## config.mk

```make
export PLATFORM = sky130hd
export DESIGN_NAME = escape_sequence_decoder_top
export DESIGN_NICKNAME = d
export VERILOG_FILES = /design/src/sv/esd_pkg.sv /design/src/sv/esd_front.sv /design/src/sv/esd_fifo.sv /design/src/sv/esd_back.sv /design/src/sv/escape_sequence_decoder_top.sv
export VERILOG_INCLUDE_DIRS = /design/src /design/src/sv
export SDC_FILE = /design/constraint.sdc
export NUM_CORES = 1
export LEC_CHECK = 0
export BUFFER_PORTS_ARGS = -buffer_cell sky130_fd_sc_hd__buf_2
export CAP_MARGIN = 40
export CORE_MARGIN = 4
export CORE_UTILIZATION = 65
export DETAILED_ROUTE_END_ITERATION = 6
export GPL_ROUTABILITY_DRIVEN = 1
export GPL_TIMING_DRIVEN = 0
export PLACE_DENSITY_LB_ADDON = 0.05
export SYNTH_ARGS = -nofsm -noshare
export SYNTH_HDL_FRONTEND = slang
export SYNTH_SLANG_ARGS = --single-unit
```

## constraint.sdc

```tcl
create_clock -name clock -period 6.3 [get_ports clock]
set_input_delay 0.945 -clock clock [delete_from_list [all_inputs] [get_ports clock]]
set_output_delay 0.945 -clock clock [all_outputs]
set_load 0.005 [all_outputs]
```

## src/sv/escape_sequence_decoder_top_macros.svh

```systemverilog
// Assertion macros for the escape sequence decoder.
// Included by the modules that carry concurrent assertions; no other dependencies.
`ifndef ESCAPE_SEQUENCE_DECODER_TOP_MACROS_SVH
`define ESCAPE_SEQUENCE_DECODER_TOP_MACROS_SVH
`ifndef ASSERT_OFF
// Same-cycle implication, disabled while reset is high.
`define ESD_ASSERT_IMPL(label, clk, rst, ante, cons, msg) \
   label: assert property (@(posedge clk) disable iff (rst) (ante) |-> (cons)) \
      else $error(msg);
// Next-cycle implication, disabled while reset is high.
`define ESD_ASSERT_NEXT(label, clk, rst, ante, cons, msg) \
   label: assert property (@(posedge clk) disable iff (rst) (ante) |=> (cons)) \
      else $error(msg);
`else
`define ESD_ASSERT_IMPL(label, clk, rst, ante, cons, msg)
`define ESD_ASSERT_NEXT(label, clk, rst, ante, cons, msg)
`endif
`endif

```

## src/sv/esd_pkg.sv

```systemverilog
// Shared types and character constants for the escape sequence decoder.
// No dependencies.
package esd_pkg;

   localparam logic [7:0] CHAR_BSLASH = 8'h5C;
   localparam logic [7:0] CHAR_LC_R   = 8'h72;
   localparam logic [7:0] CHAR_LC_N   = 8'h6E;
   localparam logic [7:0] CHAR_LC_T   = 8'h74;
   localparam logic [7:0] CHAR_ZERO   = 8'h30;
   localparam logic [7:0] CHAR_LC_X   = 8'h78;
   localparam logic [7:0] CHAR_UC_X   = 8'h58;
   localparam logic [7:0] BYTE_CR     = 8'h0D;
   localparam logic [7:0] BYTE_LF     = 8'h0A;
   localparam logic [7:0] BYTE_TAB    = 8'h09;
   localparam logic [7:0] BYTE_NUL    = 8'h00;

   // One queued command: one result, or two when dbl (backslash first).
   typedef struct packed {
      logic       dbl;
      logic [7:0] data;
      logic       valid;
      logic       err;
      logic       eot;
   } cmd_type;

endpackage

```

## src/sv/esd_front.sv

```systemverilog
// Front end: accepts characters, tracks escape state, queues result commands.
// Depends on esd_pkg.
module esd_front
   import esd_pkg::*;
(
   input  logic       clock,
   input  logic       reset,
   input  logic [7:0] req_in_char,
   input  logic       req_last_char,
   input  logic       req_valid,
   output logic       req_ready,
   input  logic       q_full,
   output logic       q_push,
   output cmd_type    q_cmd
);

   typedef enum logic [4:0] {
      MODE_NORMAL = 5'b00001,
      MODE_ESC    = 5'b00010,
      MODE_HEX_HI = 5'b00100,
      MODE_HEX_LO = 5'b01000,
      MODE_SKIP   = 5'b10000
   } mode_type;

   mode_type   mode_ff, mode_in;
   logic [3:0] nib_ff, nib_in;
   logic       accept;
   logic       emit;
   logic       hex_ok;
   logic [3:0] hex_val;
   cmd_type    cmd;

   // hex digit decode
   always_comb begin
      hex_ok  = 1'b1;
      hex_val = 4'd0;
      if (req_in_char >= 8'h30 && req_in_char <= 8'h39) begin
         hex_val = req_in_char[3:0];
      end else if ((req_in_char >= 8'h41 && req_in_char <= 8'h46) ||
                   (req_in_char >= 8'h61 && req_in_char <= 8'h66)) begin
         hex_val = 4'(req_in_char[2:0] + 3'd1) + 4'd8;
      end else begin
         hex_ok = 1'b0;
      end
   end

   assign req_ready = !q_full;
   assign accept    = req_valid && req_ready;

   always_comb begin
      mode_in = mode_ff;
      nib_in  = nib_ff;
      emit    = 1'b0;
      cmd     = '{dbl: 1'b0, data: req_in_char, valid: 1'b1, err: 1'b0,
                  eot: req_last_char};
      unique case (mode_ff)
         MODE_ESC: begin
            mode_in = MODE_NORMAL;
            emit    = 1'b1;
            unique case (req_in_char)
               CHAR_LC_R:   cmd.data = BYTE_CR;
               CHAR_LC_N:   cmd.data = BYTE_LF;
               CHAR_LC_T:   cmd.data = BYTE_TAB;
               CHAR_ZERO:   cmd.data = BYTE_NUL;
               CHAR_BSLASH: cmd.data = CHAR_BSLASH;
               CHAR_LC_X, CHAR_UC_X: begin
                  if (req_last_char) begin
                     cmd = '{dbl: 1'b0, data: 8'd0, valid: 1'b0, err: 1'b1, eot: 1'b1};
                  end else begin
                     emit    = 1'b0;
                     mode_in = MODE_HEX_HI;
                  end
               end
               default: cmd.dbl = 1'b1;
            endcase
         end
         MODE_HEX_HI: begin
            if (!hex_ok || req_last_char) begin
               nib_in = 4'd0;
               if (req_last_char) begin
                  mode_in = MODE_NORMAL;
                  emit    = 1'b1;
                  cmd     = '{dbl: 1'b0, data: 8'd0, valid: 1'b0, err: 1'b1, eot: 1'b1};
               end else begin
                  mode_in = MODE_SKIP;
               end
            end else begin
               nib_in  = hex_val;
               mode_in = MODE_HEX_LO;
            end
         end
         MODE_HEX_LO: begin
            nib_in = 4'd0;
            if (!hex_ok) begin
               if (req_last_char) begin
                  mode_in = MODE_NORMAL;
                  emit    = 1'b1;
                  cmd     = '{dbl: 1'b0, data: 8'd0, valid: 1'b0, err: 1'b1, eot: 1'b1};
               end else begin
                  mode_in = MODE_SKIP;
               end
            end else begin
               mode_in  = MODE_NORMAL;
               emit     = 1'b1;
               cmd.data = {nib_ff, hex_val};
            end
         end
         MODE_SKIP: begin
            nib_in = 4'd0;
            if (req_last_char) begin
               mode_in = MODE_NORMAL;
               emit    = 1'b1;
               cmd     = '{dbl: 1'b0, data: 8'd0, valid: 1'b0, err: 1'b1, eot: 1'b1};
            end
         end
         default: begin
            mode_in = MODE_NORMAL;
            if (req_in_char == CHAR_BSLASH && !req_last_char) begin
               mode_in = MODE_ESC;
            end else begin
               emit = 1'b1;
            end
         end
      endcase
   end

   assign q_push = accept && emit;
   assign q_cmd  = cmd;

   always_ff @(posedge clock) begin
      if (reset) begin
         mode_ff <= MODE_NORMAL;
         nib_ff  <= 4'd0;
      end else if (accept) begin
         mode_ff <= mode_in;
         nib_ff  <= nib_in;
      end
   end

endmodule

```

## src/sv/esd_fifo.sv

```systemverilog
// Short command queue between front and back end.
// Depends on esd_pkg and the assertion macro header.
`include "escape_sequence_decoder_top_macros.svh"
module esd_fifo
   import esd_pkg::*;
#(
   parameter int DEPTH = 4
) (
   input  logic    clock,
   input  logic    reset,
   input  logic    push,
   input  cmd_type push_cmd,
   input  logic    pop,
   output cmd_type head_cmd,
   output logic    full,
   output logic    empty
);

   localparam int AW = (DEPTH > 2) ? $clog2(DEPTH) : 1;
   localparam int CW = $clog2(DEPTH + 1);

   cmd_type         mem [DEPTH];
   logic [AW-1:0]   wr_ptr_ff, wr_ptr_in;
   logic [AW-1:0]   rd_ptr_ff, rd_ptr_in;
   logic [CW-1:0]   count_ff, count_in;

   assign full     = (count_ff == CW'(DEPTH));
   assign empty    = (count_ff == '0);
   assign head_cmd = mem[rd_ptr_ff];

   always_comb begin
      wr_ptr_in = wr_ptr_ff;
      rd_ptr_in = rd_ptr_ff;
      count_in  = count_ff;
      if (push) begin
         wr_ptr_in = (wr_ptr_ff == AW'(DEPTH - 1)) ? '0 : wr_ptr_ff + 1'b1;
      end
      if (pop) begin
         rd_ptr_in = (rd_ptr_ff == AW'(DEPTH - 1)) ? '0 : rd_ptr_ff + 1'b1;
      end
      if (push && !pop) begin
         count_in = count_ff + 1'b1;
      end else if (pop && !push) begin
         count_in = count_ff - 1'b1;
      end
   end

   always_ff @(posedge clock) begin
      if (push) begin
         mem[wr_ptr_ff] <= push_cmd;
      end
   end

   always_ff @(posedge clock) begin
      if (reset) begin
         wr_ptr_ff <= '0;
         rd_ptr_ff <= '0;
         count_ff  <= '0;
      end else begin
         wr_ptr_ff <= wr_ptr_in;
         rd_ptr_ff <= rd_ptr_in;
         count_ff  <= count_in;
      end
   end

   `ESD_ASSERT_IMPL(a_no_overfill, clock, reset, 1'b1, count_ff <= CW'(DEPTH), "queue overfull")
   `ESD_ASSERT_IMPL(a_push_space, clock, reset, push, !full, "push into full queue")
   `ESD_ASSERT_IMPL(a_pop_data, clock, reset, pop, !empty, "pop from empty queue")

endmodule

```

## src/sv/esd_back.sv

```systemverilog
// Back end: drains queued commands into the registered result stage.
// Depends on esd_pkg and the assertion macro header.
`include "escape_sequence_decoder_top_macros.svh"
module esd_back
   import esd_pkg::*;
(
   input  logic       clock,
   input  logic       reset,
   input  cmd_type    head_cmd,
   input  logic       q_empty,
   output logic       q_pop,
   output logic [7:0] rsp_out_byte,
   output logic       rsp_byte_valid,
   output logic       rsp_parse_error,
   output logic       rsp_end_of_text,
   output logic       rsp_valid,
   input  logic       rsp_ready
);

   logic       valid_ff, valid_in;
   logic       phase_ff, phase_in;     // backslash of a two-beat command sent
   logic [7:0] byte_ff, byte_in;
   logic       bval_ff, bval_in;
   logic       err_ff, err_in;
   logic       eot_ff, eot_in;
   logic       load;

   assign load = (!valid_ff || rsp_ready) && !q_empty;

   always_comb begin
      valid_in = valid_ff && !rsp_ready;
      phase_in = phase_ff;
      byte_in  = byte_ff;
      bval_in  = bval_ff;
      err_in   = err_ff;
      eot_in   = eot_ff;
      q_pop    = 1'b0;
      if (load) begin
         valid_in = 1'b1;
         if (head_cmd.dbl && !phase_ff) begin
            phase_in = 1'b1;
            byte_in  = CHAR_BSLASH;
            bval_in  = 1'b1;
            err_in   = 1'b0;
            eot_in   = 1'b0;
         end else begin
            phase_in = 1'b0;
            q_pop    = 1'b1;
            byte_in  = head_cmd.valid ? head_cmd.data : 8'd0;
            bval_in  = head_cmd.valid;
            err_in   = head_cmd.err;
            eot_in   = head_cmd.eot;
         end
      end
   end

   always_ff @(posedge clock) begin
      if (reset) begin
         valid_ff <= 1'b0;
         phase_ff <= 1'b0;
      end else begin
         valid_ff <= valid_in;
         phase_ff <= phase_in;
      end
   end

   always_ff @(posedge clock) begin
      byte_ff <= byte_in;
      bval_ff <= bval_in;
      err_ff  <= err_in;
      eot_ff  <= eot_in;
   end

   assign rsp_valid       = valid_ff;
   assign rsp_out_byte    = byte_ff;
   assign rsp_byte_valid  = bval_ff;
   assign rsp_parse_error = err_ff;
   assign rsp_end_of_text = eot_ff;

   `ESD_ASSERT_IMPL(a_phase_out, clock, reset, phase_ff, valid_ff, "phase set with no result")
   `ESD_ASSERT_IMPL(a_phase_head, clock, reset, phase_ff, !q_empty, "two-beat command lost")
   `ESD_ASSERT_IMPL(a_err_form, clock, reset, valid_ff && err_ff, !bval_ff && eot_ff && byte_ff == 8'd0, "malformed error result")

endmodule

```

## src/sv/escape_sequence_decoder_top.sv

```systemverilog
// Escape sequence decoder top level: front end, command queue, back end.
// Throughput: one character per cycle while the queue is not full; an unknown escape
// yields two result beats, which the queue absorbs until it fills.
// Each command is written into the queue and then loaded into the result register.
// Reset (synchronous, active high) returns to normal mode and empties the queue.
// Depends on esd_pkg, esd_front, esd_fifo, esd_back.
module escape_sequence_decoder_top
   import esd_pkg::*;
#(
   parameter int QUEUE_DEPTH = 4
) (
   input  logic       clock,
   input  logic       reset,
   input  logic [7:0] req_in_char,
   input  logic       req_last_char,
   input  logic       req_valid,
   output logic       req_ready,
   output logic [7:0] rsp_out_byte,
   output logic       rsp_byte_valid,
   output logic       rsp_parse_error,
   output logic       rsp_end_of_text,
   output logic       rsp_valid,
   input  logic       rsp_ready
);

   // Front end classifies each beat and queues at most one command per beat.
   // Characters that open an escape queue nothing.
   cmd_type push_cmd;
   cmd_type head_cmd;
   logic    q_push;
   logic    q_pop;
   logic    q_full;
   logic    q_empty;

   esd_front u_front (
      .clock         (clock),
      .reset         (reset),
      .req_in_char   (req_in_char),
      .req_last_char (req_last_char),
      .req_valid     (req_valid),
      .req_ready     (req_ready),
      .q_full        (q_full),
      .q_push        (q_push),
      .q_cmd         (push_cmd)
   );

   // Queue lets the front keep taking characters while the result is stalled.
   esd_fifo #(
      .DEPTH (QUEUE_DEPTH)
   ) u_fifo (
      .clock    (clock),
      .reset    (reset),
      .push     (q_push),
      .push_cmd (push_cmd),
      .pop      (q_pop),
      .head_cmd (head_cmd),
      .full     (q_full),
      .empty    (q_empty)
   );

   // Back end splits two-beat commands and holds the result register.
   esd_back u_back (
      .clock           (clock),
      .reset           (reset),
      .head_cmd        (head_cmd),
      .q_empty         (q_empty),
      .q_pop           (q_pop),
      .rsp_out_byte    (rsp_out_byte),
      .rsp_byte_valid  (rsp_byte_valid),
      .rsp_parse_error (rsp_parse_error),
      .rsp_end_of_text (rsp_end_of_text),
      .rsp_valid       (rsp_valid),
      .rsp_ready       (rsp_ready)
   );

endmodule
```

# ---- Word level (Yosys, flattened, before mapping)
# Memories as Yosys holds them, arrays and structs flattened. A register that Yosys moved wholly into a read port is not among the register bits.
# Cells that the tools add are included.
dict set report word_totals {
  reg_bits 29
  ram_bits 48
  in_bits 13
  out_inout_bits 13
  wordCells 114
  memories 1
}
dict set report classes {
  add_sub_neg 6
  n_lt_le_gt_ge 6
  n_eq_ne 15
  n_mux 41
  n_bitwise 1
  reduce_logical 32
}
# name depth word_bits read_ports rd_ports_with_merged_regs wr line_no
set memory_table {}
lappend memory_table {u_fifo.mem 4 12 1 1 1 esd_fifo.sv:22} ;# cmd_type mem [DEPTH];
# operator count
set ops {}
lappend ops {{$eq A8 B7 Y1 const B} 6}
lappend ops {{$pmux W12 S4} 1}
lappend ops {{$pmux W8 S6} 1}
lappend ops {{$mux W5} 5}
lappend ops {{$pmux W5 S4} 1}
lappend ops {{$ge A8 B7 Y1 const B} 2}
lappend ops {{$le A8 B7 Y1 const B} 2}
lappend ops {{$mux W3} 5}
lappend ops {{$mux W1} 13}
lappend ops {{$mux W12} 1}
lappend ops {{$mux W4} 3}
lappend ops {{$logic_and A1 B1 Y1} 11}
lappend ops {{$mux W11} 1}
lappend ops {{$mux W2} 5}
lappend ops {{$logic_not A1 Y1} 9}
lappend ops {{$eq A8 B6 Y1 const B} 1}
lappend ops {{$ge A8 B6 Y1 const B} 1}
lappend ops {{$le A8 B6 Y1 const B} 1}
lappend ops {{$mux W8} 1}
lappend ops {{$pmux W4 S2} 1}
lappend ops {{$mux W7} 1}
lappend ops {{$reduce_or A2 Y1} 3}
lappend ops {{$eq A5 B2 Y1 const B} 1}
lappend ops {{$eq A5 B3 Y1 const B} 1}
lappend ops {{other kinds (18)} 24}

# ---- Logic depth before layout (Yosys ltp)
# Gate-level depths: netlist of run 1.
dict set report logic_depth {
  ltp_word 14
  ltp_mapped 12
  ltp_nobuf 12
}

# ---- By module
# From an unflattened synthesis of run 1, not the netlist that was laid out.
dict set report unflattened {
  cells_unflattened 310
  hier_area_um2 3908.7
}
# module instances cells_each area_each_um2 seq_area_each_um2
set by_module_without_submodules {}
lappend by_module_without_submodules {esd_fifo 1 106 2175.8 1621.6}
lappend by_module_without_submodules {esd_front 1 166 1221.2 180.2}
lappend by_module_without_submodules {esd_back 1 38 511.7 370.4}

# ---- Worst setup path before layout of run 1
# No wires, ideal clock.
dict set report synth_timing {
  path_kind {input port to flip-flop}
  from {in req_in_char[0]}
  to {reg u_fifo.count_ff[2]}
  setup_ns 0.070
  arrival_time_ns 3.661
  required_time_ns 6.230
  slack_ns 2.569
  path_stages 12
  path_buffers 0
  cell_sequence {inv_1 > ha_1 > o21bai_1 > a2111oi_4 > o21bai_2 > a311oi_4 > ha_1 > inv_1 > fa_1 > xor2_1 > or3_1 > a21oi_1}
}
dict set report synth_between {
  elab_chain_len 13
  word_cells_on_any_way 30
  classes_between {6 x order compare; 3 x eq/ne; 8 x mux; 13 x reduce/logical}
}
# element line_no
set synth_rtl {}
lappend synth_rtl {{from (decl)} escape_sequence_decoder_top.sv:14} ;# input logic [7:0] req_in_char,
lappend synth_rtl {{$ge A8 B7 Y1, or another cell as far along} esd_front.sv:39} ;# end else if ((req_in_char >= 8'h41 && req_in_char <= 8'h46) ||
lappend synth_rtl {{$logic_and A1 B1 Y1, on equally long branches} {esd_front.sv:39, esd_front.sv:40}}
lappend synth_rtl {{$logic_or A1 B1 Y1} esd_front.sv:39}
lappend synth_rtl {{$mux W1} esd_front.sv:39}
lappend synth_rtl {{$mux W1} esd_front.sv:37} ;# if (req_in_char >= 8'h30 && req_in_char <= 8'h39) begin
lappend synth_rtl {{$logic_not A1 Y1} esd_front.sv:78} ;# if (!hex_ok || req_last_char) begin
lappend synth_rtl {{$logic_or A1 B1 Y1} esd_front.sv:78}
lappend synth_rtl {{$mux W1} esd_front.sv:78}
lappend synth_rtl {{$pmux W1 S4 (*)} esd_front.sv:56} ;# unique case (mode_ff)
lappend synth_rtl {{$logic_and A1 B1 Y1 (*)} esd_front.sv:127} ;# assign q_push = accept && emit;
lappend synth_rtl {{named net q_push} escape_sequence_decoder_top.sv:30} ;# logic q_push;
lappend synth_rtl {{$logic_not A1 Y1} esd_fifo.sv:43} ;# end else if (pop && !push) begin
lappend synth_rtl {{$logic_and A1 B1 Y1} esd_fifo.sv:43}
lappend synth_rtl {{$reduce_bool A2 Y1 (no source line)} --}
lappend synth_rtl {{to (signal assigned)} esd_fifo.sv:62} ;# count_ff <= count_in;
lappend synth_rtl {{to (decl)} esd_fifo.sv:25} ;# logic [CW-1:0] count_ff, count_in;
# The timed path passes the listed nets; every way through them passes the cells marked *.
# A chain may end at the register's enable or synchronous reset.

# ---- Final worst setup path of run 1
# Same ends and word-level chain as after synthesis.

==> key figures, run 1 <==
Cells and area
  – Most frequent cells in the layout: edfxtp_1 (59), buf_2 (27), nor2_1 (27)
  – Share of post-route cells with drive strength above 1: 0.199
  – Most common cell after layout, fill and taps aside: edfxtp_1
  – Area grow syn2layout: 9.92%
  – Fin nets: between 300 and 400
  – ANT cells: 0
  – Final Cell Area: between 4000 and 5000 sq um
  – Final core utilization: 0.752

Power and ir drop
  – Int Pwr: about 1000 uW
  – Clock power share: 0.227
  – Tot Pwr: ~1400 uW
  – Sequential power share: 0.492
  – Maximum VDD drop: approximately 180 uV
  – Power Density: approximately 340 nW/um^2
  – Switching share of total power: 0.294
  – LEAKAGE: around 0.0015 uW
  – Psw: about 430 uW
  – Logic pwr share: 0.280

Synth
  – Number of distinct library cells after synthesis: 62
  – Syn Area/Cell: about 12 sq um
  – XOR/XNOR Fraction of Synth Area: 0.0160
  – EDFF count, synth: 59
  – Yosys warns: 0
  – Yosys reg bits: roughly 80
  – Post-synthesis compound-gate area fraction: 0.116
  – Mapped Nets: about 330
  – Async SR Flop Fraction: 0
  – Synth Flop Type: edfxtp_1
  – Simple-gate share of the synthesized area: 0.146
  – Sequential fraction of the synthesis area: 0.566
  – Largest family of logic cells by synthesized area: simple AND/OR/NAND/NOR gates
  – Post-Syn Area: about 3800 sq um
  – Synth Area in Adders: 0.0378
  – Multiplexer area fraction after synthesis: 0.0842
  – Synthesized instance count: roughly 310

Worst setup path
  – Crit Path Max Fanout: 9
  – Reg-to-reg startpoint: u_front.mode_ff[4]
  – FF-to-FF setup slack: 2.99 ns
  – Worst setup SP type: input port
  – FF-to-FF path depth: 11
  – CP Capture Type: flip-flop
  – FF-to-FF End: u_fifo.count_ff[2]
  – WS Path Type: input port to flip-flop
  – Crit-path max cell delay: 0.65 ns
  – Arrival time of the worst setup path: ~4.3 ns
  – CP cell instances: buf_2 > inv_1 > ha_1 > o21bai_1 > a2111oi_4 > o21bai_2 > a311oi_4 > ha_1 > inv_1 > fa_1 > xor2_1 > or3_1 > a21oi_1
  – Slowest CP cell: a2111oi_4
  – CP Data Required Time: roughly 6.6 ns
  – Crit-path leading delay family: compound AO/OA/AOI/OAI gates
  – Worst Path Buf+Inv: 3

Min path
  – Endpoint of the worst hold path: u_back.rsp_valid
  – Hold Crit Class: flip-flop to flip-flop
  – Worst hold stages: 2
  – Min-delay src: u_back.rsp_valid

Drt
  – DR vias: between 2k and 3k
  – DRT iter0 DRCs: about 170
  – DR DRC count: 0
  – DR vias/cell: approximately 6.1
  – Final ANT Viol Nets: 0
  – Wire per inst: 17.8 microns
  – Routed WL: about 7400 microns
  – Drt first pass iters: 5

Floorplan
  – Die W: between 80 and 90 microns
  – Die Height: roughly 85 microns
  – Core area: between 5000 and 6000 sq um
  – Die ar.: between 7000 and 8000 sq um
  – Rows: 27
  – Initial Util: 0.684
  – I/O pin count: 26

Clock tree
  – Clock Path Buffers: 2
  – Post-CTS setup buffers: 0
  – # resized after CTS: 0
  – CTS tree: done
  – Num CTS Buffers: 9
  – Worst-path clk slew: roughly 0.070 ns
  – Hold bufs inserted after CTS: 0
  – Skew-Pair Late Insertion Delay: around 0.34 ns
  – Root buf cell: clkbuf_8
  – Clock sinks: approximately 80
  – H-tree levels: 3

GRT
  – Global route overflow: 0
  – Initial antenna violation count: 0
  – Pin count of the biggest net entering global routing: 13
  – First-pass GRT wire length: between 10000 and 15000 microns
  – GRT Total Usage: 0.222
  – Number of global-route vias before repair: between 2k and 2.5k

Timing
  – Worst Slack Setup Final: 2.26 ns
  – Final Critical Period: slightly above 4 ns
  – Rel. slew slack: 0.430
  – Max Fclk: roughly 0.25 GHz
  – Final Hold Viols: 0
  – Setup violators final: 0
  – Final period util: 0.641
  – Max Slew Vio Count: 0
  – Skew final: 0.0142 ns
  – Sum Neg Setup Slack: 0 ns
  – Unrepaired setup endpoints after global routing: false
  – Slew @ Worst Pin: roughly 0.85 ns

Placed design
  – Dpl hpwl: ~5300 microns
  – GP Congestion: ~0.9
  – Placed instance area: 4040 sq um
  – Pre-CTS WS: ~1.9 ns
  – Port Buffers: 22

Status
  – Outcome: complete, no violations

Run
  – Max_cap viols: 0
[metal layers]
layer,routed length (microns),track usage,share of wire,vias up
li1,-,-,-,1228
met1,3020,0.285,0.41,1203
met2,3860,0.380,0.52,107
met3,471,0.0466,0.063,10
met4,95,0.0719,0.013,0
met5,0,0,0,-
[power groups by stage]
stage / Clock [uW] / Sequential [uW] / Combinational, uW
floorplan: 0 / 723 / 275
global placement: 0 / 720 / 372
detailed placement: 0 / 726 / 407
CTS: 332 / 716 / 412
global route: 363 / 724 / 452
finish: 329 / 714 / 406
[worst min-delay path: stages (launching register included)]
cell and delay, ns:
dfxtp_1 0.32, nand2_1 0.06, a21oi_1 0.05
[cells by family after synthesis]
family,after synthesis
compound gates,59
xor+xnor,7
fa+ha+maj,11
simple gates,101
flops,79
buf+inv,32
mux,18
[synthesized netlist by cell type, types with 3 or more instances]
master | number | area, sq um
nor3_1 | 6 | 30.0
a221o_1 | 4 | 40.0
and2_2 | 4 | 30.0
nand3_1 | 6 | 30.0
a21oi_1 | 12 | 60.1
nand2_1 | 17 | 63.8
mux2_2 | 4 | 45.0
edfxtp_1 | 59 | 1770
a22oi_1 | 4 | 30.0
clkbuf_1 | 10 | 37.5
mux4_2 | 11 | 248
ha_1 | 10 | 125
xnor2_1 | 3 | 26.3
nor2_1 | 27 | 101
nor2b_1 | 5 | 31.3
buf_2 | 5 | 25.0
mux2i_1 | 3 | 30.0
dfxtp_1 | 20 | 400
nand4_1 | 4 | 25.0
xor2_1 | 4 | 35.0
and2_1 | 3 | 18.8
nor3b_1 | 3 | 22.5
o21ai_0 | 17 | 85.1
nand2b_1 | 5 | 31.3
inv_1 | 16 | 60.1
[layout make-up]
class | instances | area (sq um)
Tap cell | 72 | 90.1
Multi-Input combinational cell | 196 | 1540
Inverter | 16 | 60.1
Sequential cell | 79 | 2170
Clock buffer | 15 | 168
Timing Repair Buffer | 23 | 118
Buffer | 16 | 66.3
Fill cell | 376 | 1390
Clock inverter | 1 | 5.00
[how the worst max path moves through the flow]
stage                   startpoint            endpoint  slack (ns)  depth (start not counted)
floorplan           req_in_char[0]  u_fifo.count_ff[2]        2.57                         12
global placement    req_in_char[0]  u_fifo.count_ff[2]        2.03                         13
detailed placement  req_in_char[0]  u_fifo.count_ff[2]        1.94                         13
CTS                 req_in_char[0]  u_fifo.count_ff[2]        2.28                         13
global route        req_in_char[0]  u_fifo.count_ff[2]        2.12                         13
finish              req_in_char[0]  u_fifo.count_ff[2]        2.26                         13
[metrics by stage]
step,instances,hold slack (ns)
after detailed placement,402,0.459
after global routing,418,0.500
after floorplan,307,0.454
final,418,0.467
after global placement,401,0.449
after CTS,418,0.470
[flip-flops by register name, summed over array words and instances (netlist names), named ones only]
| signal | count |
|---|---|
| u_back.rsp_byte_valid | 1 |
| u_fifo.count_ff | 3 |
| u_front.mode_ff | 5 |
| u_back.rsp_end_of_text | 1 |
| u_back.phase_ff | 1 |
| u_back.rsp_parse_error | 1 |
| u_front.nib_ff | 4 |
| u_fifo.mem | 48 |
| u_fifo.rd_ptr_ff | 2 |
| u_fifo.wr_ptr_ff | 2 |
| u_back.rsp_valid | 1 |
| u_back.rsp_out_byte | 8 |
No activity file was read; power rests on OpenSTA's default activity.
==> run 2, diff against run 1 <==
--- a/config.mk
+++ b/config.mk
@@ -9,7 +9,7 @@
 export BUFFER_PORTS_ARGS = -buffer_cell sky130_fd_sc_hd__buf_2
 export CAP_MARGIN = 40
 export CORE_MARGIN = 4
-export CORE_UTILIZATION = 65
+export CORE_UTILIZATION = 60
 export DETAILED_ROUTE_END_ITERATION = 6
 export GPL_ROUTABILITY_DRIVEN = 1
 export GPL_TIMING_DRIVEN = 0
==> constraint.sdc (replaced) <==
create_clock -name clock -period 3.9 [get_ports clock]
set_input_delay 0.585 -clock clock [delete_from_list [all_inputs] [get_ports clock]]
set_output_delay 0.585 -clock clock [all_outputs]
set_load 0.005 [all_outputs]
==> key figures, run 2 (same netlist as run 1, synthesis figures left out) <==
Power and ir drop
  – Power Density: 548 nW/um^2 (was 344 nW/um^2)
  – Maximum VDD drop: 491 uV (was 180 uV)
  – Sequential power share: 0.497 (was 0.492)
  – Psw: 669 uW (was 426 uW)
  – LEAKAGE: 0.00149 uW (was 0.00148 uW)
  – Clock power share: 0.230 (was 0.227)
  – Switching share of total power: 0.289 (was 0.294)
  – Int Pwr: 1640 uW (was 1020 uW)
  – Logic pwr share: 0.273 (was 0.280)

Clock tree
  – # resized after CTS: 0 (unchanged)
  – Skew-Pair Late Insertion Delay: 0.34 ns (about the same)
  – Clock sinks: 79 (unchanged)
  – H-tree levels: 3 (unchanged)
  – CTS tree: done (unchanged)
  – Hold bufs inserted after CTS: 0 (unchanged)
  – Root buf cell: clkbuf_8 (unchanged)
  – Post-CTS setup buffers: 0 (unchanged)
  – Worst-path clk slew: 0.08 ns (was 0.07 ns)
  – Num CTS Buffers: 9 (unchanged)
  – Clock Path Buffers: 2 (unchanged)

Timing
  – Final Critical Period: roughly 3.6 ns
  – Sum Neg Setup Slack: 0 ns (unchanged)
  – Unrepaired setup endpoints after global routing: false (unchanged)
  – Slew @ Worst Pin: 0.846 ns (was 0.854 ns)
  – Setup violators final: 0 (unchanged)
  – Skew final: 0.0126 ns (was 0.0142 ns)
  – Rel. slew slack: 0.436 (was 0.430)
  – Final period util: 0.928
  – Max Fclk: roughly 0.28 GHz
  – Max Slew Vio Count: 0 (unchanged)
  – Final Hold Viols: 0 (unchanged)
  – Worst Slack Setup Final: 0.280 ns (was 2.26 ns)

Floorplan
  – Die ar.: 7730 sq um (was 7190 sq um)
  – I/O pin count: 26 (unchanged)
  – Core area: 6060 sq um (was 5610 sq um)
  – Die W: 87.9 microns (was 84.8 microns)
  – Rows: 28 (was 27)
  – Die Height: 87.9 microns (was 84.8 microns)
  – Initial Util: 0.633 (was 0.684)

GRT
  – Pin count of the biggest net entering global routing: 13 (unchanged)
  – GRT Total Usage: 0.203 (was 0.222)
  – Global route overflow: 0 (unchanged)
  – Initial antenna violation count: 0 (unchanged)
  – Number of global-route vias before repair: 2451 (was 2483)
  – First-pass GRT wire length: 11800 microns (was 12500 microns)

Worst setup path
  – Crit Path Max Fanout: 9 (unchanged)
  – CP Data Required Time: 4.17 ns (was 6.56 ns)
  – FF-to-FF path depth: 11 (unchanged)
  – CP cell instances: buf_2 > inv_1 > ha_1 > o21bai_1 > a2111oi_4 > o21bai_2 > a311oi_4 > ha_1 > inv_1 > fa_1 > xor2_1 > or3_1 > a21oi_1 (unchanged)
  – WS Path Type: input port to flip-flop (unchanged)
  – Cell count along the critical path: 13 (unchanged)
  – Worst Path Buf+Inv: 3 (unchanged)
  – Crit-path max cell delay: 0.67 ns (was 0.65 ns)
  – Crit-path leading delay family: compound AO/OA/AOI/OAI gates (unchanged)
  – Worst setup SP type: input port (unchanged)
  – Slowest CP cell: a2111oi_4 (unchanged)
  – CP Capture Type: flip-flop (unchanged)
  – Arrival time of the worst setup path: 3.89 ns (was 4.30 ns)

Placed design
  – Dpl cells: 405 (was 402)
  – Port Buffers: 22 (unchanged)
  – Pre-CTS WS: -0.0530 ns (was 1.94 ns)
  – Dpl hpwl: 5110 microns (was 5250 microns)
  – GP Congestion: 0.887 (was 0.905)

Min path
  – Worst hold stages: 2 (unchanged)
  – Hold Crit Class: flip-flop to flip-flop (unchanged)

Run
  – Max_cap viols: 0 (unchanged)

Cells and area
  – ANT cells: 0 (unchanged)
  – Share of post-route cells with drive strength above 1: 0.205 (was 0.199)
  – Max FFs per register: 48 (unchanged)
  – Largest Register: u_fifo.mem (unchanged)
  – Area grow syn2layout: 10.1% (was 9.92%)
  – Fin nets: 365 (unchanged)
  – FILL cells: 438 (was 376)
  – Most frequent cells in the layout: edfxtp_1 (59), buf_2 (27), nor2_1 (27) (unchanged)
  – Post-Layout Cell Count: 421 (was 418)
  – Most common cell after layout, fill and taps aside: edfxtp_1 (unchanged)

Status
  – Outcome: complete, no violations (unchanged)

Drt
  – Drt first pass iters: 4 (was 5)
  – Final ANT Viol Nets: 0 (unchanged)
  – Routed WL: 7100 microns (was 7450 microns)
  – DR DRC count: 0 (unchanged)
  – Met1 WL: 3240 microns (was 3020 microns)
  – DR vias/cell: 5.95 (was 6.10)
  – Met3 wire length: 257 microns (was 471 microns)
  – DR WL met2: 3430 microns (was 3860 microns)
  – DRT iter0 DRCs: 107 (was 171)
  – Wire per inst: 16.9 microns (was 17.8 microns)
  – DR vias: 2505 (was 2548)
  – Max layer used: met4 (unchanged)
run 2: cell count changes in the layout (fill, tap and decap cells not counted), sizes merged:
cell and delta:
clkinv +3, clkbuf -3
run 2: worst paths after layout:
check                                         from  slack [ns]            endpoint
worst min-delay path              u_back.rsp_valid        0.49    u_back.rsp_valid
worst min register to register    u_back.rsp_valid        0.49    u_back.rsp_valid
worst max-delay path                req_in_char[0]        0.28  u_fifo.count_ff[2]
worst max register to register  u_front.mode_ff[1]        0.68  u_fifo.count_ff[2]
run 2: final cells by class:
class,count,area [sq um],share of cell area
flip-flops and latches,79,2170,0.515
inverters,16,60.1,0.0142
multi-input cells,196,1540,0.364
repair buffers,23,118,0.0279
clock buffers,12,156,0.0370
well taps,75,93.8,0.0222
clock inverters,4,18.8,0.00445
plain buffers,16,66.3,0.0157
run 2: power groups by stage:
stage / clock (uW) / combinational (uW) / sequential [uW]
2_1_floorplan: 0 / 445 / 1170
3_3_place_gp: 0 / 604 / 1160
3_5_place_dp: 0 / 635 / 1170
4_1_cts: 544 / 639 / 1150
5_1_grt: 581 / 703 / 1170
6_report: 532 / 631 / 1150
run 2: routing by layer:
layer,vias up,global-route usage
met2,56,0.332
met1,1203,0.259
met4,0,0.0948
li1,1232,-
met5,-,0
met3,14,0.0452
run 2: per-stage QoR:
stage               hold slack, ns  area, sq um  power, uW   util
global placement             0.449         4040       1770  0.666
finish                       0.488         4220       2310  0.697
CTS                          0.491         4220       2340  0.697
detailed placement           0.458         4050       1810  0.668
global route                 0.532         4220       2450  0.697
floorplan                    0.454         3830       1610      -
run 2: worst register-to-register path: stages, from the launching register on:
cell	delay (ns)
dfxtp_1	0.31
clkbuf_1	0.21
or3b_2	0.50
o211ai_1	0.14
a211oi_1	0.17
a311oi_4	0.50
ha_1	0.27
inv_1	0.06
fa_1	0.38
xor2_1	0.17
or3_1	0.31
a21oi_1	0.13
==> run 3, diff against run 2 <==
--- a/config.mk
+++ b/config.mk
@@ -10,10 +10,12 @@
 export CAP_MARGIN = 40
 export CORE_MARGIN = 4
 export CORE_UTILIZATION = 60
+export CTS_CLUSTER_DIAMETER = 200
 export DETAILED_ROUTE_END_ITERATION = 6
 export GPL_ROUTABILITY_DRIVEN = 1
 export GPL_TIMING_DRIVEN = 0
 export PLACE_DENSITY_LB_ADDON = 0.05
 export SYNTH_ARGS = -nofsm -noshare
 export SYNTH_HDL_FRONTEND = slang
+export SYNTH_HIERARCHICAL = 1
 export SYNTH_SLANG_ARGS = --single-unit
==> key figures, run 3 <==
Cells and area
  – Most frequent cells in the layout: edfxtp_1 (59), buf_2 (32), nand2_1 (22) (was edfxtp_1 (59), buf_2 (27), nor2_1 (27))
  – FILL cells: 472 (was 438)
  – Max FFs per register: 48 (unchanged)
  – ANT cells: 0 (unchanged)
  – Fin nets: 370 (was 365)
  – Area grow syn2layout: 10.7% (was 10.1%)
  – Largest Register: u_fifo/mem (was u_fifo.mem)
  – Share of post-route cells with drive strength above 1: 0.225 (was 0.205)
  – Most common cell after layout, fill and taps aside: edfxtp_1 (unchanged)

Worst setup path
  – WS Path Type: input port to flip-flop (unchanged)
  – CP Data Required Time: 4.18 ns (was 4.17 ns)
  – CP Capture Type: flip-flop (unchanged)
  – Crit Path Max Fanout: 10 (was 9)
  – Arrival time of the worst setup path: 3.50 ns (was 3.89 ns)
  – Worst setup SP type: input port (unchanged)

Drt
  – DRT iter0 DRCs: 178 (was 107)
  – DR DRC count: 0 (unchanged)
  – DR vias/cell: 6.03 (was 5.95)
  – DR vias: 2580 (was 2505)
  – Final ANT Viol Nets: 0 (unchanged)
  – Routed WL: 7260 microns (was 7100 microns)
  – Wire per inst: 17.0 microns (was 16.9 microns)
  – Drt first pass iters: 5 (was 4)

Placed design
  – Port Buffers: 25 (was 22)
  – Dpl hpwl: 5290 microns (was 5110 microns)
  – GP Congestion: 0.857 (was 0.887)

Floorplan
  – Die ar.: 7870 sq um (was 7730 sq um)
  – Core area: 6350 sq um (was 6060 sq um)
  – I/O pin count: 26 (unchanged)
  – Rows: 29 (was 28)
  – Initial Util: 0.616 (was 0.633)
  – Die W: 88.7 microns (was 87.9 microns)
  – Die Height: 88.7 microns (was 87.9 microns)

Synth
  – Mapped Nets: 334 (was 331)
  – Yosys warns: 6 (was 0)
  – Yosys reg bits: 79 (unchanged)
  – Async SR Flop Fraction: 0 (unchanged)
  – Synthesized instance count: 310 (was 307)
  – Most frequent cell after synthesis: edfxtp_1 (unchanged)
  – Post-Syn Area: 3910 sq um (was 3830 sq um)
  – Top cell type's share of synthesized area: 0.453 (was 0.462)
  – Sequential fraction of the synthesis area: 0.556 (was 0.566)
  – Synth area leader: edfxtp_1 (unchanged)
  – Number of distinct library cells after synthesis: 65 (was 62)
  – Top cells by area, synth: edfxtp_1 (45%), dfxtp_1 (10%), mux4_2 (5.8%), ha_1 (3.2%), nand2_1 (2.1%) (was edfxtp_1 (46%), dfxtp_1 (10%), mux4_2 (6.5%), ha_1 (3.3%), nor2_1 (2.6%))
  – Synth Flop Type: edfxtp_1 (unchanged)
  – EDFF count, synth: 59 (unchanged)
  – Top cells by count, synth: edfxtp_1 (59), nand2_1 (22), dfxtp_1 (20), nor2_1 (20), a21oi_1 (14) (was edfxtp_1 (59), nor2_1 (27), dfxtp_1 (20))
  – Syn Area/Cell: 12.6 sq um (was 12.5 sq um)

Timing
  – Skew final: 0.00728 ns (was 0.0126 ns)
  – Max Fclk: 0.310 GHz (was 0.276 GHz)
  – Rel. slew slack: 0.422 (was 0.436)
  – Setup violators final: 0 (unchanged)
  – Slew @ Worst Pin: 0.864 ns (was 0.846 ns)
  – Final Critical Period: 3.23 ns (was 3.62 ns)
  – Unrepaired setup endpoints after global routing: false (unchanged)
  – Max Slew Vio Count: 0 (unchanged)
  – Sum Neg Setup Slack: 0 ns (unchanged)
  – Final hold slack: 0.492 ns (was 0.488 ns)
  – Final Hold Viols: 0 (unchanged)
  – Final period util: 0.828 (was 0.928)

Power and ir drop
  – Power Density: 553 nW/um^2 (was 548 nW/um^2)
  – Psw: 692 uW (was 669 uW)
  – LEAKAGE: 0.00158 uW (was 0.00149 uW)
  – Clock power share: 0.246 (was 0.230)
  – Maximum VDD drop: 444 uV (was 491 uV)
  – Logic pwr share: 0.275 (was 0.273)
  – Switching share of total power: 0.289 (about the same)
  – Int Pwr: 1700 uW (was 1640 uW)
  – Sequential power share: 0.479 (was 0.497)

Clock tree
  – Clock sinks: 79 (unchanged)
  – Root buf cell: clkbuf_8 (unchanged)
  – H-tree levels: 3 (unchanged)
  – Clock Path Buffers: 2 (unchanged)
  – Num CTS Buffers: 9 (unchanged)
  – Hold bufs inserted after CTS: 0 (unchanged)
  – CTS tree: done (unchanged)
  – Skew-Pair Late Insertion Delay: 0.34 ns (about the same)
  – # resized after CTS: 0 (unchanged)
  – Worst-path clk slew: 0.08 ns (about the same)
  – Post-CTS setup buffers: 0 (unchanged)

Status
  – Outcome: complete, no violations (unchanged)

GRT
  – First-pass GRT wire length: 11900 microns (was 11800 microns)
  – Number of global-route vias before repair: 2466 (was 2451)
  – GRT Total Usage: 0.202 (was 0.203)
  – Pin count of the biggest net entering global routing: 15 (was 13)
  – Initial antenna violation count: 0 (unchanged)
  – Global route overflow: 0 (unchanged)

Min path
  – Hold Crit Class: flip-flop to flip-flop (unchanged)

Run
  – Max_cap viols: 0 (unchanged)
==> run 3: cell types whose count changed in the layout (fill, tap and decap cells not counted), sizes merged, moves of 4 or more <==
cell and delta:
o21ai -6, a21oi +4, nand2b +6, nor2 -6
buf +7, o211ai +9, nand2 +5, clkbuf -10
==> run 3: layer usage <==
metal,track usage,vias to the layer above,part of all wire
met1,0.256,1229,0.43
met2,0.335,81,0.50
met4,0.0934,0,0.025
met5,0,-,0
li1,-,1250,-
met3,0.0400,20,0.049
==> run 3: final timing paths <==
kind | cells past startpoint | slack [ns] | start | endpoint
worst max register to register | 12 | 0.81 | u_front/mode_ff[2] | u_fifo/count_ff[2]
worst min register to register | 2 | 0.49 | u_back/phase_ff | u_back/phase_ff
worst max-delay path | 13 | 0.67 | req_in_char[3] | u_fifo/count_ff[2]
worst min-delay path | 2 | 0.49 | u_back/phase_ff | u_back/phase_ff
==> run 3: area by class of cell <==
class,instances,area [sq um],share of cell area
Multi-Input combinational cell,204,1610,0.372
Clock buffer,9,124,0.0286
Clock inverter,7,72.6,0.0168
Buffer,14,76.3,0.0176
Timing Repair Buffer,25,125,0.0289
Inverter,13,48.8,0.0113
Sequential cell,79,2170,0.502
Tap cell,77,96.3,0.0223
==> run 3: power by group through the flow <==
stage          logic (uW)  clock network, uW  registers [uW]
2_1_floorplan         481                  0            1170
3_3_place_gp          652                  0            1160
3_5_place_dp          665                  0            1170
4_1_cts               667                610            1150
5_1_grt               739                653            1170
6_report              657                590            1150
==> run 3: logic make-up after synthesis <==
logic type,share of synthesized area
multiplexers,0.0893
XOR/XNOR,0.0112
AO/OA/AOI/OAI,0.118
AND/OR/NAND/NOR,0.157
buffers and inverters,0.0320
flip-flops,0.556
adder cells (fa/ha/maj),0.0371
==> run 3: worst max-delay path, stage by stage <==
cell and delay [ns]:
buf_2 0.10, buf_4 0.16, nor4b_1 0.48, o211ai_2 0.25, a21oi_2 0.25, nand3b_1 0.15
and2_1 0.28, ha_1 0.22, inv_1 0.06, fa_1 0.37, xor2_1 0.15, or3_1 0.30
a21oi_1 0.14
==> run 3: through the flow <==
stage	util	instance area (sq um)	instances	power, uW	worst slack [ns]
floorplan	-	3910	310	1650	0.776
global placement	0.650	4130	412	1810	0.336
detailed placement	0.650	4130	412	1830	0.340
CTS	0.681	4330	428	2430	0.692
global route	0.681	4330	428	2560	0.407
finish	0.681	4330	428	2390	0.673
